==> config.mk <==
export PLATFORM = sky130hd
export DESIGN_NAME = m4vt_queue
export DESIGN_NICKNAME = d
export VERILOG_FILES = /design/src/m4vt_pkg.sv /design/src/m4vt_queue.sv
export SDC_FILE = /design/constraint.sdc
export NUM_CORES = 1
export LEC_CHECK = 0
export BUFFER_PORTS_ARGS = -buffer_cell sky130_fd_sc_hd__buf_2
export CAP_MARGIN = 20
export CORE_MARGIN = 2
export CORE_UTILIZATION = 56
export CTS_CLUSTER_SIZE = 16
export DETAILED_ROUTE_END_ITERATION = 10
export PLACE_DENSITY_LB_ADDON = 0.1
export SLEW_MARGIN = 20
export SYNTH_ARGS = -nofsm -noshare
export SYNTH_HDL_FRONTEND = slang
export SYNTH_SLANG_ARGS = --single-unit
==> constraint.sdc <==
create_clock -name clock -period 5.5 [get_ports clock]
set_clock_uncertainty 0.15 [all_clocks]
set_input_delay 0.55 -clock clock [delete_from_list [all_inputs] [get_ports clock]]
set_output_delay 0.55 -clock clock [all_outputs]
set_load 0.01 [all_outputs]
==> src/m4vt_pkg.sv <==
// ----------------------------------------------------------------------------
// m4vt_pkg
// Shared types and constants for the 4x4 matrix-vector transform block.
// ----------------------------------------------------------------------------
package m4vt_pkg;

   localparam int FRAC_BITS   = 16;
   localparam int MAT_DIM     = 4;
   localparam int MAT_SIZE    = MAT_DIM * MAT_DIM;
   localparam int IDX_W       = 2;
   localparam int ELEM_W      = 32;
   localparam int PROD_W      = 2 * ELEM_W;
   localparam int SUM_W       = PROD_W + 2;
   localparam int QUEUE_DEPTH = 4;
   localparam int QPTR_W      = $clog2(QUEUE_DEPTH);
   localparam int QCNT_W      = QPTR_W + 1;

   typedef enum logic [1:0] {
      KIND_WRITE = 2'd0,
      KIND_READ  = 2'd1,
      KIND_XFORM = 2'd2,
      KIND_NONE  = 2'd3
   } kind_type;

   typedef logic signed [ELEM_W-1:0] elem_type;

   // queued item: data[0] holds the element for a write, data[0..3] the vector
   typedef struct packed {
      kind_type               op;
      logic [IDX_W-1:0]       row;
      logic [IDX_W-1:0]       col;
      logic [MAT_DIM-1:0][ELEM_W-1:0] data;
   } entry_type;

   typedef struct packed {
      logic full;
      logic empty;
   } qstat_type;

   localparam elem_type UNIT_ELEM = elem_type'(1 << FRAC_BITS);

endpackage

==> src/m4vt_queue.sv <==
// ----------------------------------------------------------------------------
// m4vt_queue
// Short FIFO between the front and the back.
// ----------------------------------------------------------------------------
module m4vt_queue (
   input  logic                clock,
   input  logic                reset,
   input  logic                push,
   input  m4vt_pkg::entry_type push_entry,
   input  logic                pop,
   output m4vt_pkg::entry_type head,
   output m4vt_pkg::qstat_type q_stat
);
   import m4vt_pkg::*;

   entry_type          mem_ff [QUEUE_DEPTH];
   logic [QPTR_W-1:0]  wr_ptr_ff, wr_ptr_in;
   logic [QPTR_W-1:0]  rd_ptr_ff, rd_ptr_in;
   logic [QCNT_W-1:0]  count_ff, count_in;

   assign head         = mem_ff[rd_ptr_ff];
   assign q_stat.full  = (count_ff == QCNT_W'(QUEUE_DEPTH));
   assign q_stat.empty = (count_ff == '0);

   always_comb begin
      wr_ptr_in = push ? wr_ptr_ff + 1'b1 : wr_ptr_ff;
      rd_ptr_in = pop  ? rd_ptr_ff + 1'b1 : rd_ptr_ff;
      count_in  = count_ff;
      if (push && !pop) begin
         count_in = count_ff + 1'b1;
      end else if (pop && !push) begin
         count_in = count_ff - 1'b1;
      end
   end

   always_ff @(posedge clock) begin
      if (reset) begin
         wr_ptr_ff <= '0;
         rd_ptr_ff <= '0;
         count_ff  <= '0;
      end else begin
         wr_ptr_ff <= wr_ptr_in;
         rd_ptr_ff <= rd_ptr_in;
         count_ff  <= count_in;
      end
   end

   always_ff @(posedge clock) begin
      if (push) begin
         mem_ff[wr_ptr_ff] <= push_entry;
      end
   end

   a_no_pop_empty: assert property (@(posedge clock) disable iff (reset)
      pop |-> !q_stat.empty)
      else $error("queue popped while empty");

   a_count_bound: assert property (@(posedge clock) disable iff (reset)
      count_ff <= QCNT_W'(QUEUE_DEPTH))
      else $error("queue count beyond depth");

endmodule

-- Yosys cells after proc, flatten, opt, wreduce, memory -nomap -nowiden
Memories as Yosys holds them, arrays and structs flattened. A register that Yosys moved wholly into a read port is not among the register bits.
Index checks and enable logic that the tools add are counted.
- bits in registers: 7
- bits in writable memories: 536
- bits of input ports: 138
- output and inout port bits: 136
- logic and storage cells: 21
- memories kept: 1
- add/subtract/negate cells: 4
- equality and inequality tests: 1
- multiplexer cells: 6
- reduce and logical (&&, ||, !) cells: 6
- memory list (name ; words ; bits a word ; read ports ; clocked after memory_dff ; write ports ; RTL line ; text):
    mem_ff ; 4 ; 134 ; 1 ; 1 ; 1 ; m4vt_queue.sv:16 ; entry_type mem_ff [QUEUE_DEPTH];
- operators with widths (operator ; count):
    3-bit two-way mux ; 2
    2-bit by 1-bit adder with 2-bit output (second input constant) ; 2
    2-bit two-way mux ; 2
    3-bit by 1-bit adder with 3-bit output (second input constant) ; 1
    3-bit == test (second input constant) ; 1
    3-bit logical NOT ; 1
    3-bit by 1-bit subtractor with 3-bit output (second input constant) ; 1
    1-bit logical AND ; 2
    1-bit logical NOT ; 2
    1-bit two-way mux ; 2
    2-bit nonzero test ; 1

-- Depth between registers and ports, before layout
- word-level depth: 4
- depth in mapped cells: 7
- depth with buffers taken out: 7

-- Worst setup path before layout
OpenSTA, ideal clock, no wires.
- path kind: in2reg
- start: in push
- end: mem mem_ff[0][0] in the netlist's numbering, enable pin
- setup time: 0.509 ns
- data arrival time: 3.617 ns
- data required time: 4.841 ns
- path slack: 1.225 ns
- stages on the path: 1
- path buffers: 0
- cell sequence: and2_1
- cells in the longest elaborated chain, start to end: 2
- ends and longest elaborated chain (item ; RTL line ; text):
    start, declared ; m4vt_queue.sv:8 ; input logic push,
    1-bit two-way mux ; m4vt_queue.sv:49 ; if (push) begin
    1-bit two-way mux (implied by the code) ; m4vt_queue.sv:50 ; mem_ff[wr_ptr_ff] <= push_entry;
    end, declared ; m4vt_queue.sv:16 ;
No other way between the ends.

==> flow_summary_export.csv <==
group,metric,value,unit
setup_path,crit_path_cell_trace,"buf_12 > mux4_2 > buf_2",
pwr,p_clk_share,38.1,%
setup_path,endpoint_kind,"primary output",
clock_tree,numCtsBuffers,53,
drt,wl_met1,14800,um
floorplan,dieArea,36760,um2
final_layout,layout.nets,1194,
global_routing,antenna_found_initial,13,
drt,wl_per_cell,23.43,um
placement,place_area,21630,um2
pwr,power.density,392.5,nW/um2
logic_synthesis,synth_warnings,0,
timing,whs,0.03264,ns
setup_path,critPathSlowestCell,"dfxtp_4",
pwr,seq_power_share,52.9,%
clock_tree,cts_resized,0,
clock_tree,clk_pin_slew_worst_paths,0.06,ns
floorplan,dieWidth,191.7,um
setup_path,r2r-start,"wr_ptr_ff[0]",
placement,dp_hpwl,21090,um
clock_tree,cts_htree_levels,2,
logic_synthesis,synthCells,744,
timing,fin_tns_setup,0,ns
placement,placed_cells,1449,
setup_path,crit_end,"head[104]",
logic_synthesis,synth.most_common_cell,"edfxtp_1",
pwr,internal_power,7.222,mW
timing,max_freq,294.8,MHz
min_path,hold_class,"in -> reg",
timing,finalSetupViolations,0,
global_routing,grt_max_degree,89,
setup_path,worst-path-max-fanout,68,
final_layout,layout.cells.non_filler,1553,
logic_synthesis,synthSimpleGateAreaFrac,0.3741,%
logic_synthesis,synth.avg_cell_area,26.52,um2
setup_path,arrival,2.69,ns
setup_path,critPathTopFamily,"flip-flops",
timing,worst_slew_pin_slew,1.071,ns
logic_synthesis,syn_nets,888,
timing,finalMaxSlewViolations,0,
logic_synthesis,synth_mux_area_share,15.39,%
floorplan,die_h,191.7,um
timing,hold_violations,0,
logic_synthesis,synthArstFlopShare,0,%
setup_path,r2r_setup_slack,2.98,ns
global_routing,grt_pass1_vias,9319,
logic_synthesis,synth.cell_area,19730,um2
drt,antenna_left,0,
floorplan,rows,68,
clock_tree,post-cts-setup-buffers,0,
timing,rsz0062_at_grt,"false",
floorplan,core,34630,um2
logic_synthesis,synth_top_area_share,81.56,%
drt,route.detailed.drc,0,
timing,post-route-min-period,3.392,ns
drt,wl_met2,17630,um
final_layout,stdcell_area,23360,um2
logic_synthesis,synth_cell_types,20,
global_routing,grt_use_total,20.32,%
logic_synthesis,synthFlopType,"edfxtp_1",
job,drv_cap,0,
logic_synthesis,synthAdderAreaFrac,0.4185,%
logic_synthesis,yosys-top-cells-count,"536 x edfxtp_1, 134 x mux4_2, 15 x buf_2, 9 x dfxtp_1",
setup_path,cp-start-kind,"flop",
drt,drt_wl_total,36380,um
logic_synthesis,synth_area_leaders,"edfxtp_1 82%, mux4_2 15%, dfxtp_1 0.91%, buf_6 0.46%, buf_2 0.38%",
pwr,comb_power_share,9.1,%
logic_synthesis,synth-compound-area-share,0.05072,%
clock_tree,cts-root-buf,"clkbuf_16",
setup_path,reg2regPathDepth,3,
drt,vias_per_cell,5.646,
drt,dr.max_layer_used,"met5",
floorplan,initial_utilization,56.99,%
global_routing,grt_pass1_wl,55170,um
placement,port_buffers,273,
clock_tree,cts.sinks,545,
logic_synthesis,synth.largest_area_cell,"edfxtp_1",
final_layout,fin_util,67.46,%
setup_path,required,4.80,ns
pwr,leakage,7.825,nW
timing,slew_headroom,28.62,%
clock_tree,clk_latency,0.57,ns
pwr,switchingPower,1.945,mW
clock_tree,holdBufCountCts,0,
placement,gp_congestion,0.7175,
clock_tree,cts_buffer_depth,3,
setup_path,critPathBufInv,2,
drt,drtIter0Drc,568,
logic_synthesis,yosysSeqAreaShare,82.48,%
drt,wl_met3,3255,um
pwr,ir_worst_vdd,317.9,uV
setup_path,cp.depth,3,
drt,vias,8769,
pwr,p_sw_share,21.22,%
drt,dr.pass1.iters,5,
floorplan,ios,274,
timing,period_share,61.67,%
status,status,"finished, final reports clean",
logic_synthesis,synth-edff-count,536,
clock_tree,cts_tree,"yes",
setup_path,crit_path_max_incr_delay,1.04,ns
logic_synthesis,ys_ff_latch,545,
setup_path,path_class,"reg -> out",
final_layout,drive_gt1_share,45.32,%
final_layout,area_growth,18.37,%
setup_path,r2r-end,"mem_ff[1][29]",
final_layout,fillers,2164,
logic_synthesis,synth_top_family_by_area,"multiplexers",
logic_synthesis,synthXorXnorAreaFrac,0.2219,%
global_routing,grt_overflow_total,0,
through the flow:
stage                     setup slack, ns  total power [mW]
after floorplan                     1.225             5.430
after global placement              2.460             5.764
after detailed placement            2.456             5.784
after CTS                           1.821             9.267
after global routing                1.979             9.509
final                               2.108             9.168
power groups by stage:
stage	clock, mW	sequential (mW)	combinational (mW)
after floorplan	0	4.91	0.516
after global placement	0	4.94	0.824
after detailed placement	0	4.95	0.833
after CTS	3.56	4.86	0.838
after global routing	3.74	4.86	0.908
final	3.49	4.85	0.833
worst min-delay path by stage:
| stage | from | to | slack, ns | cells after the start |
|---|---|---|---|---|
| finish | push_entry[2] | mem_ff[2][2] | 0.03 | 1 |
| CTS | push_entry[43] | mem_ff[0][43] | 0.0009 | 1 |
| global route | push_entry[46] | mem_ff[0][46] | 0.002 | 1 |
| floorplan | count_ff[2] | count_ff[2] | 0.32 | 2 |
| detailed placement | count_ff[2] | count_ff[2] | 0.35 | 2 |
| global placement | count_ff[2] | count_ff[2] | 0.33 | 2 |
metal layers:
layer / vias to the layer above / track usage (%)
met4: 12 / 6.095
met3: 55 / 7.053
met5: - / 0
met2: 282 / 31.17
li1: 3842 / -
met1: 4578 / 28.01
cells in the final DEF (no fill, tap or decap), types with 6 or more instances in the layout:
cell         n
clkbuf_1    15
nor2_1       7
clkbuf_16   55
mux4_2     134
diode_2      8
buf_12       6
clkinv_1     8
dfxtp_1      7
edfxtp_1   536
buf_2      273
clkinv_2     8
logic make-up (layout without fill, tap and decap cells):
logic type	Yosys count	in the layout
buf+inv	35	381
mux	136	136
fa+ha+maj	6	6
compound gates	2	2
other cells	0	8
simple gates	15	15
xor+xnor	5	5
flops	545	545
flip-flops by register name, summed over array words and instances (netlist names), named ones only:
name / cells
mem_ff: 536
count_ff: 3
rd_ptr_ff: 2
wr_ptr_ff: 2
layout make-up:
| class | instances | area (um2) | share of cell area, % |
|---|---|---|---|
| clock buffers | 70 | 1433 | 6.133 |
| well taps | 455 | 569.3 | 2.437 |
| clock inverters | 25 | 251.5 | 1.077 |
| inverters | 4 | 15.01 | 0.06428 |
| diodes | 8 | 20.02 | 0.08570 |
| repair buffers | 282 | 1529 | 6.546 |
| multi-input cells | 164 | 3258 | 13.95 |
| flip-flops and latches | 545 | 16280 | 69.71 |
No activity file was read; power rests on OpenSTA's default activity.
