File: config.mk
export PLATFORM = sky130hd
export DESIGN_NAME = m4vt_front
export DESIGN_NICKNAME = d
export VERILOG_FILES = /design/src/m4vt_pkg.sv /design/src/m4vt_front.sv
export SDC_FILE = /design/constraint.sdc
export NUM_CORES = 1
export LEC_CHECK = 0
export ABC_AREA = 0
export BUFFER_PORTS_ARGS = -buffer_cell sky130_fd_sc_hd__buf_4
export CAP_MARGIN = 30
export CORE_AREA = 8 8 112 114
export DETAILED_ROUTE_END_ITERATION = 12
export DIE_AREA = 0 0 120 122
export PLACE_DENSITY_LB_ADDON = 0.25
export SETUP_SLACK_MARGIN = 0.05
export SLEW_MARGIN = 10
export SYNTH_ARGS = -nofsm -noshare
export SYNTH_HDL_FRONTEND = slang
export SYNTH_SLANG_ARGS = --single-unit
File: constraint.sdc
create_clock -name vclk -period 1.45
set_clock_uncertainty 0.15 [all_clocks]
set_input_delay 0.0725 -clock vclk [all_inputs]
set_output_delay 0.0725 -clock vclk [all_outputs]
set_load 0.005 [all_outputs]
File: src/m4vt_pkg.sv
// ----------------------------------------------------------------------------
// m4vt_pkg
// Shared types and constants for the 4x4 matrix-vector transform block.
// ----------------------------------------------------------------------------
package m4vt_pkg;

   localparam int FRAC_BITS   = 16;
   localparam int MAT_DIM     = 4;
   localparam int MAT_SIZE    = MAT_DIM * MAT_DIM;
   localparam int IDX_W       = 2;
   localparam int ELEM_W      = 32;
   localparam int PROD_W      = 2 * ELEM_W;
   localparam int SUM_W       = PROD_W + 2;
   localparam int QUEUE_DEPTH = 4;
   localparam int QPTR_W      = $clog2(QUEUE_DEPTH);
   localparam int QCNT_W      = QPTR_W + 1;

   typedef enum logic [1:0] {
      KIND_WRITE = 2'd0,
      KIND_READ  = 2'd1,
      KIND_XFORM = 2'd2,
      KIND_NONE  = 2'd3
   } kind_type;

   typedef logic signed [ELEM_W-1:0] elem_type;

   // queued item: data[0] holds the element for a write, data[0..3] the vector
   typedef struct packed {
      kind_type               op;
      logic [IDX_W-1:0]       row;
      logic [IDX_W-1:0]       col;
      logic [MAT_DIM-1:0][ELEM_W-1:0] data;
   } entry_type;

   typedef struct packed {
      logic full;
      logic empty;
   } qstat_type;

   localparam elem_type UNIT_ELEM = elem_type'(1 << FRAC_BITS);

endpackage

File: src/m4vt_front.sv
// ----------------------------------------------------------------------------
// m4vt_front
// Accepts request items, decodes the kind and packs them for the queue.
// ----------------------------------------------------------------------------
module m4vt_front (
   input  logic                      req_valid,
   output logic                      req_stall,
   input  logic [1:0]                req_kind,
   input  logic [1:0]                req_row,
   input  logic [1:0]                req_col,
   input  logic signed [31:0]        req_elem_value,
   input  logic signed [31:0]        req_vec_x,
   input  logic signed [31:0]        req_vec_y,
   input  logic signed [31:0]        req_vec_z,
   input  logic signed [31:0]        req_vec_w,
   input  m4vt_pkg::qstat_type       q_stat,
   output logic                      push,
   output m4vt_pkg::entry_type       push_entry
);
   import m4vt_pkg::*;

   kind_type kind;

   assign kind      = kind_type'(req_kind);
   assign req_stall = q_stat.full;
   // unused kind is taken and dropped here
   assign push      = req_valid && !q_stat.full && (kind != KIND_NONE);

   always_comb begin
      push_entry     = '0;
      push_entry.op  = kind;
      push_entry.row = req_row;
      push_entry.col = req_col;
      if (kind == KIND_WRITE) begin
         push_entry.data[0] = req_elem_value;
      end else begin
         push_entry.data[0] = req_vec_x;
         push_entry.data[1] = req_vec_y;
         push_entry.data[2] = req_vec_z;
         push_entry.data[3] = req_vec_w;
      end
   end

endmodule

**Yosys cells after proc, flatten, opt, wreduce, memory -nomap -nowiden**

Index checks and enable logic that the tools add are counted.

- Word-level logic and storage cells: 7
- Bits in registers: 0
- Output and inout port bits: 136
- Input port bits: 169

- Reductions and logical operators: 4
- Muxes and demuxes: 2
- Eq/ne operators: 1

Operator list:

| operator | count |
|---|---|
| 2-to-1 mux 96 bit | 1 |
| 2-to-1 mux 32 bit | 1 |
| logical AND 1 bit | 2 |
| logical NOT 2 bit | 1 |
| inequality test 2 bit (second input constant) | 1 |
| logical NOT 1 bit | 1 |

**Logic depth before layout (Yosys ltp)**

Gate-level depths: netlist (run 1).

- Depth in word-level cells: 3
- Gate-level depth with buffers: 4
- Depth with buffers taken out: 2

**Worst setup path before layout (run 1)**

OpenSTA, ideal clock, no wires.

- Path type: input to output
- From: in req_kind[1]
- To: out push_entry[10] (netlist bit)
- Data arrival time: 0.846 ns
- Path slack: 0.381 ns
- Stages: 4
- Required time: 1.228 ns
- Path buffers: 2
- Path through: nor2_1 buf_2 buf_6 mux2_1

RTL lines:

| what | RTL line | source |
|---|---|---|
| start: declaration | m4vt_front.sv:8 | `input logic [1:0] req_kind,` |
| end: declaration | m4vt_front.sv:18 | `output m4vt_pkg::entry_type push_entry` |

==> results of run 1 <==
==> how the worst min path moves through the flow <==
stage               start               to  depth (start not counted)
4_1_cts         q_stat[1]        req_stall                          2
5_1_grt         q_stat[1]        req_stall                          2
6_report        q_stat[1]        req_stall                          2
2_1_floorplan   q_stat[1]             push                          1
3_5_place_dp   req_col[1]  push_entry[129]                          0
3_3_place_gp   req_col[1]  push_entry[129]                          0
==> per-stage QoR <==
step | power, mW | cell area, um2 | hold WS (ps) | setup WS [ps] | util
global placement | 1.04 | 3450 | -4.96 | 101 | 0.323
CTS | 1.06 | 3490 | 179 | 88.0 | 0.327
global route | 1.12 | 3490 | 182 | 48.8 | 0.327
detailed placement | 1.04 | 3450 | -4.96 | 92.0 | 0.323
floorplan | 0.302 | 1120 | 24.9 | 381 | -
finish | 1.04 | 3490 | 176 | 98.4 | 0.327
==> worst max-delay path: stages <==
cell,delay (ps)
buf_4,130
nor2_4,130
buf_12,250
mux2_1,380
buf_4,150
==> repair_timing <==
action                                  4_1_cts  5_1_grt
hold buffers                                  4        0
endpoints found under the setup margin        0        2
hold endpoints to repair                      4        0
==> where the power goes <==
part | switching, mW | leakage, nW | internal (mW)
Clock | 0 | 0 | 0
Sequential | 0 | 0 | 0
Combinational | 0.325 | 1.87 | 0.712
Total | 0.325 | 1.87 | 0.712
==> per-layer routing <==
layer  global-route usage  up-vias  routed length, um
met5                    0        -                  0
met4                    0        0                  0
met3               0.0477        0               1110
met2                0.200      168               4550
met1                0.104      901               3140
li1                     -     1042                  -
==> logic make-up after synthesis <==
| family | Yosys count | synth area share |
|---|---|---|
| buffers and inverters | 22 | 0.130 |
| AO/OA/AOI/OAI | 1 | 0.00672 |
| AND/OR/NAND/NOR | 97 | 0.541 |
| multiplexers | 32 | 0.323 |
==> layout by cell type, fill, tap and decap left out <==
cell / Yosys / layout
buf_4: 7 / 303
buf_12: 0 / 1
dlygate4sd3_1: 0 / 4
mux2_1: 20 / 20
inv_1: 1 / 1
mux2_2: 12 / 12
nor2_4: 0 / 1
nor2b_1: 96 / 96
a211oi_1: 1 / 1
==> layout make-up <==
class                           instances  area, um2
Fill cell                            1135       7200
Inverter                                1       3.75
Multi-Input combinational cell        130        980
Tap cell                              140        175
Timing Repair Buffer                  308       2330
==> impl.org, run 1 <==
** Setup path
- Worst Path Max Fanout :: 53
- The worst setup path is of the primary input to output pin kind.
- CP Capture Point :: push_entry[21]
- Arrival time of the worst setup path :: 1130 ps
- Crit start category :: primary input
- Tracing the worst setup path back leads to its startpoint at req_kind[1].
- Type of destination of the critical path :: output pin
- Required time worst endpoint :: 1230 ps

** Global route
- Entering global routing, the biggest net connects 54 pins.
- Antenna violations before repair :: 0
- For this run, the total global-route usage over all layers was measured as 0.103.
- Number of global-route vias before repair :: 2180
- The first global-routing pass estimated 12.5 mm of wire.
- Total grt overflow :: 0

** Yosys
- Number of distinct standard cells referenced by the synthesized netlist :: 9
- Seq/Total Area, Yosys :: 0
- Mean Syn Cell Area :: around 7.4 um2
- Of the post-synthesis cell area, the dominant cell type holds 0.538.
- Of all cell types, the one taking the most synthesized area is nor2b_1.
- When the netlist entered floorplanning its net count stood at 321.
- Ranking of synthesized cells by area :: nor2b_1 (54%), mux2_1 (20%), mux2_2 (12%), buf_2 (4.9%), buf_4 (4.7%)
- Area of the mapped netlist :: 1120 um2
- In the post-synthesis netlist, the cell with the most instances is nor2b_1.
- Cell count after synthesis :: between 150 and 200
- After synthesis, the most frequently instantiated cells are nor2b_1 (96), mux2_1 (20), mux2_2 (12), buf_2 (11), buf_4 (7).
- Warning count from the yosys run :: 0

** Route
- In the final routed layout, each cell accounts on average for 15.2 um.
- The first detailed-routing pass ran for 4 iterations.
- DR iter-0 viols :: 37
- The final layout contains routed wiring with a total length of just under 9 mm.
- After detailed routing, the number of vias per cell comes to ~3.6.
- After detailed routing, the number of remaining DRC violations is 0.
- The detailed router placed roughly 2100 vias in this run.
- Once detail routing completed, the nets flagged for antenna violations numbered 0.

** Die
- Die area :: 14600 um2
- Core outline area :: between 10000 and 15000 um2
- Die extent in x :: 120 um
- Number of ports placed on the die boundary :: 305
- Number of rows in the core area :: 38
- Die Height :: 122 um
- The initial utilization of the core area, before any placement, comes to 0.104.

** Timing
- For the pin with the worst max-slew slack, the measured transition is 357 ps.
- Headroom to the max-slew limit came out at 0.761.
- Timing would allow up to 740 MHz.
- RSZ-0062 raised after global routing :: true
- The clock period could shrink to 1350 ps.
- Pins Over Slew Limit :: 0
- Adding up every negative setup slack in the final design gives 0 ps.
- Hold violation total from the final report :: 0
- Dividing the final minimum period by the clock period gives 0.932.
- Setup violations remaining at the end of the flow were counted as 0.

** Layout
- Total of clock buffers placed in the layout :: 0
- Antenna diode instance count :: 0
- There are 0 flip-flops and latches.
- From synthesis to final layout, the design area changed by 213%.
- Of the cells placed in the final design, the portion with a size suffix greater than 1 is 0.722.
- Once layout is complete, the cells apart from fillers number 579.
- Count of nets after finishing :: 610
- The sequential cells in the finished layout cover a total of 0 um2.

** Power and ir drop
- Power Dens Cells :: 297 nW/um2
- In this run the static leakage power is 1.87 nW.
- The worst-case IR drop observed on VDD is 0.000139 V.

** Placed design
- Number of placed cells counting well taps :: 575
- Global placer's final weighted congestion :: around 0.76
- Final HPWL from detailed placement :: 7.90 mm
- Count of input and output buffers :: ~300

** Hold path
- The tightest min-delay check is of the primary input to output pin type.

** Outcome
- The run finished with clean final reports.

** Flow run
- Max-cap violations in this run came to 0.

** CTS
- Gates resized during post-CTS repair numbered 0.
- Post-CTS setup buffers :: 0
No activity file was read; power rests on OpenSTA's default activity.
==> run 2: changes to the inputs <==
--- a/config.mk
+++ b/config.mk
@@ -11,6 +11,7 @@
 export CORE_AREA = 8 8 112 114
 export DETAILED_ROUTE_END_ITERATION = 12
 export DIE_AREA = 0 0 120 122
+export MAX_ROUTING_LAYER = met4
 export PLACE_DENSITY_LB_ADDON = 0.25
 export SETUP_SLACK_MARGIN = 0.05
 export SLEW_MARGIN = 10
==> run 2 against run 1 <==
Via count is 0.24% higher. Critical path depth stayed put. Flip-flop and latch count stayed put. Clock-buffer cell count did not move. Critical endpoint unchanged.
==> impl.org, run 2 (synthesized netlist as in run 1, its figures left out) <==
** Route
- Via count normalized by instance count :: 3.65 (about the same)
- The violation count after the first detailed-route iteration came to 38 (was 37).
- Met3 Wirelength :: 843 um (was 1.11 mm)
- Routed wire length on met2 :: 4.56 mm (was 4.55 mm)
- Iteration count of the initial detailed-routing pass :: 4 (unchanged)
- Routed length on met1 :: 3.40 mm (was 3.14 mm)
- The number of nets with antenna violations after detailed routing was 0 (unchanged).
- The uppermost layer routed is met3 (unchanged).
- The average wire length per cell after detail routing was 15.2 um (about the same).
- Detailed-route via count :: 2116 (was 2111)
- The detailed-route wire length was 8.81 mm (was 8.79 mm).
- Total DRC errors in the routed layout :: 0 (unchanged)

** Layout
- Area growth, synth to finish :: 213% (unchanged)
- Post-layout utilization of the core :: 0.327 (unchanged)
- Count of nets after finishing :: 610 (unchanged)
- Total number of sequential cells :: 0 (unchanged)
- The layout cell share with drive strength beyond 1 was 0.722 (unchanged).
- The leading cell type in the layout, fill and taps excluded is buf_4 (unchanged).
- Most frequent cells in the layout: buf_4 (303), nor2b_1 (96), mux2_1 (20) (unchanged).
- The final cell count without fillers came to 579 (unchanged).
- The total area of sequential cells is 0 um2 (unchanged).
- Total of clock buffers placed in the layout :: 0 (unchanged)
- Antenna diode instance count :: 0 (unchanged)

** Timing
- Slew at the pin with the worst max-slew slack :: 368 ps (was 357 ps)
- RSZ-0062 raised after global routing :: true (unchanged)
- Setup TNS :: 0 ps (unchanged)
- The peak clock frequency supported by timing came to 739 MHz (was 740 MHz).
- Min Tclk post-route :: 1350 ps (about the same)
- The final worst-path cycle share is 0.933 (was 0.932).
- Slew headroom :: 0.753 (was 0.761)
- The worst hold slack is 178 ps (was 176 ps).
- The number of hold violations in the final report came to 0 (unchanged).
- Pins Over Slew Limit :: 0 (unchanged)
- The setup-violating endpoint count in the final report is 0 (unchanged).

** Setup path
- Required time worst endpoint :: 1230 ps (about the same)
- The delay of the slowest cell on the worst path was 380 ps (about the same).
- Cell chain of the critical path :: buf_4 -> nor2_4 -> buf_12 -> mux2_1 -> buf_4 (unchanged)
- Classification of the worst setup path :: primary input to output pin (unchanged)
- Worst Path Max Fanout :: 53 (unchanged)
- The dominant cell type by count on the critical path is buf_4 (unchanged).
- The sort of element at the end of the critical path is an output pin (unchanged).
- The category of the worst setup path launch point is a primary input (unchanged).
- The library cell contributing the largest single delay on the critical path is mux2_1 (unchanged).
- The arrival time of data at the critical path endpoint is 1130 ps (about the same).

** Placed design
- Number of placed cells counting well taps :: 575 (unchanged)
- Count of input and output buffers :: 296 (unchanged)
- The detailed placer's ending HPWL was 7.90 mm (unchanged).
- The weighted congestion reported at the end of routability-driven placement was 0.766 (was 0.756).

** Global route
- The maximum number of pins on one net before global-route repair came to 54 (unchanged).
- The via count of the first global-routing pass is 2190 (was 2180).
- The wire length of the first global-routing pass came to 12.5 mm (about the same).
- Total grt overflow :: 0 (unchanged)
- The initial antenna violation count is 0 (unchanged).
- The overall fraction of global-route tracks in use is 0.106 (was 0.103).

** Die
- Die area :: 14600 um2 (unchanged)
- Die extent in x :: 120 um (unchanged)
- The starting utilization of the core area is 0.104 (unchanged).
- The number of core rows is 38 (unchanged).
- The number of placed I/O pins came to 305 (unchanged).
- The area of the core region is 10700 um2 (unchanged).
- Die Height :: 122 um (unchanged)

** Power and ir drop
- Power Dens Cells :: 297 nW/um2 (about the same)
- Max IR drop VDD :: 0.000140 V (was 0.000139 V)
- Static leakage :: 1.87 nW (unchanged)

** Hold path
- Count of cells along the worst hold path :: 2 (unchanged)
- Start point of the worst min-delay path :: q_stat[1] (unchanged)
- The type of the tightest min-delay check is primary input to output pin (unchanged).
- The sink of the worst hold path is req_stall (unchanged).

** CTS
- CTS-repair resized insts :: 0 (unchanged)
- Post-CTS setup buffers :: 0 (unchanged)

** Flow run
- Max capacitance violation total :: 0 (unchanged)

** Outcome
- Result of the run: finished, final reports clean (unchanged).
-- run 2: stage by stage --
| stage | power, mW | instance area (um2) | setup WS [ps] |
|---|---|---|---|
| after floorplan | 0.302 | 1120 | 381 |
| after global placement | 1.04 | 3450 | 101 |
| after detailed placement | 1.04 | 3450 | 92.0 |
| after CTS | 1.06 | 3490 | 88.0 |
| after global routing | 1.12 | 3490 | 47.4 |
| final | 1.04 | 3490 | 96.8 |
-- run 2: power by group --
group          switching (mW)  internal [mW]  leakage (nW)
Combinational           0.326          0.712          1.87
Clock                       0              0             0
Sequential                  0              0             0
Total                   0.326          0.712          1.87
-- run 2: how the worst max path moves through the flow --
stage / start / to / slack, ps / cells past startpoint
floorplan: req_kind[1] / push_entry[10] / 380 / 4
global placement: req_kind[1] / push_entry[21] / 100 / 5
detailed placement: req_kind[1] / push_entry[21] / 90 / 5
CTS: req_kind[1] / push_entry[21] / 90 / 5
global route: req_kind[1] / push_entry[10] / 50 / 5
finish: req_kind[1] / push_entry[21] / 100 / 5
-- run 2: critical path: cells and delay by family --
kind / cells / cell delay [ps]
buffers and inverters: 3 / 520
muxes: 1 / 380
and+or+nand+nor: 1 / 130
-- run 2: layout make-up --
type	count	area [um2]
tap	140	175
fill	1135	7200
inverter	1	3.75
multi-input combinational	130	980
timing repair buffer	308	2330
-- run 2: per-layer routing --
metal  up-vias  track usage
met1       906        0.115
li1       1042            -
met4         0            0
met3         0       0.0296
met2       168        0.200
met5         -            -
-- run 2: what timing repair did --
item                                    CTS  global route
endpoints found under the hold margin     4             0
endpoints found under the setup margin    0             2
hold buffers                              4             0
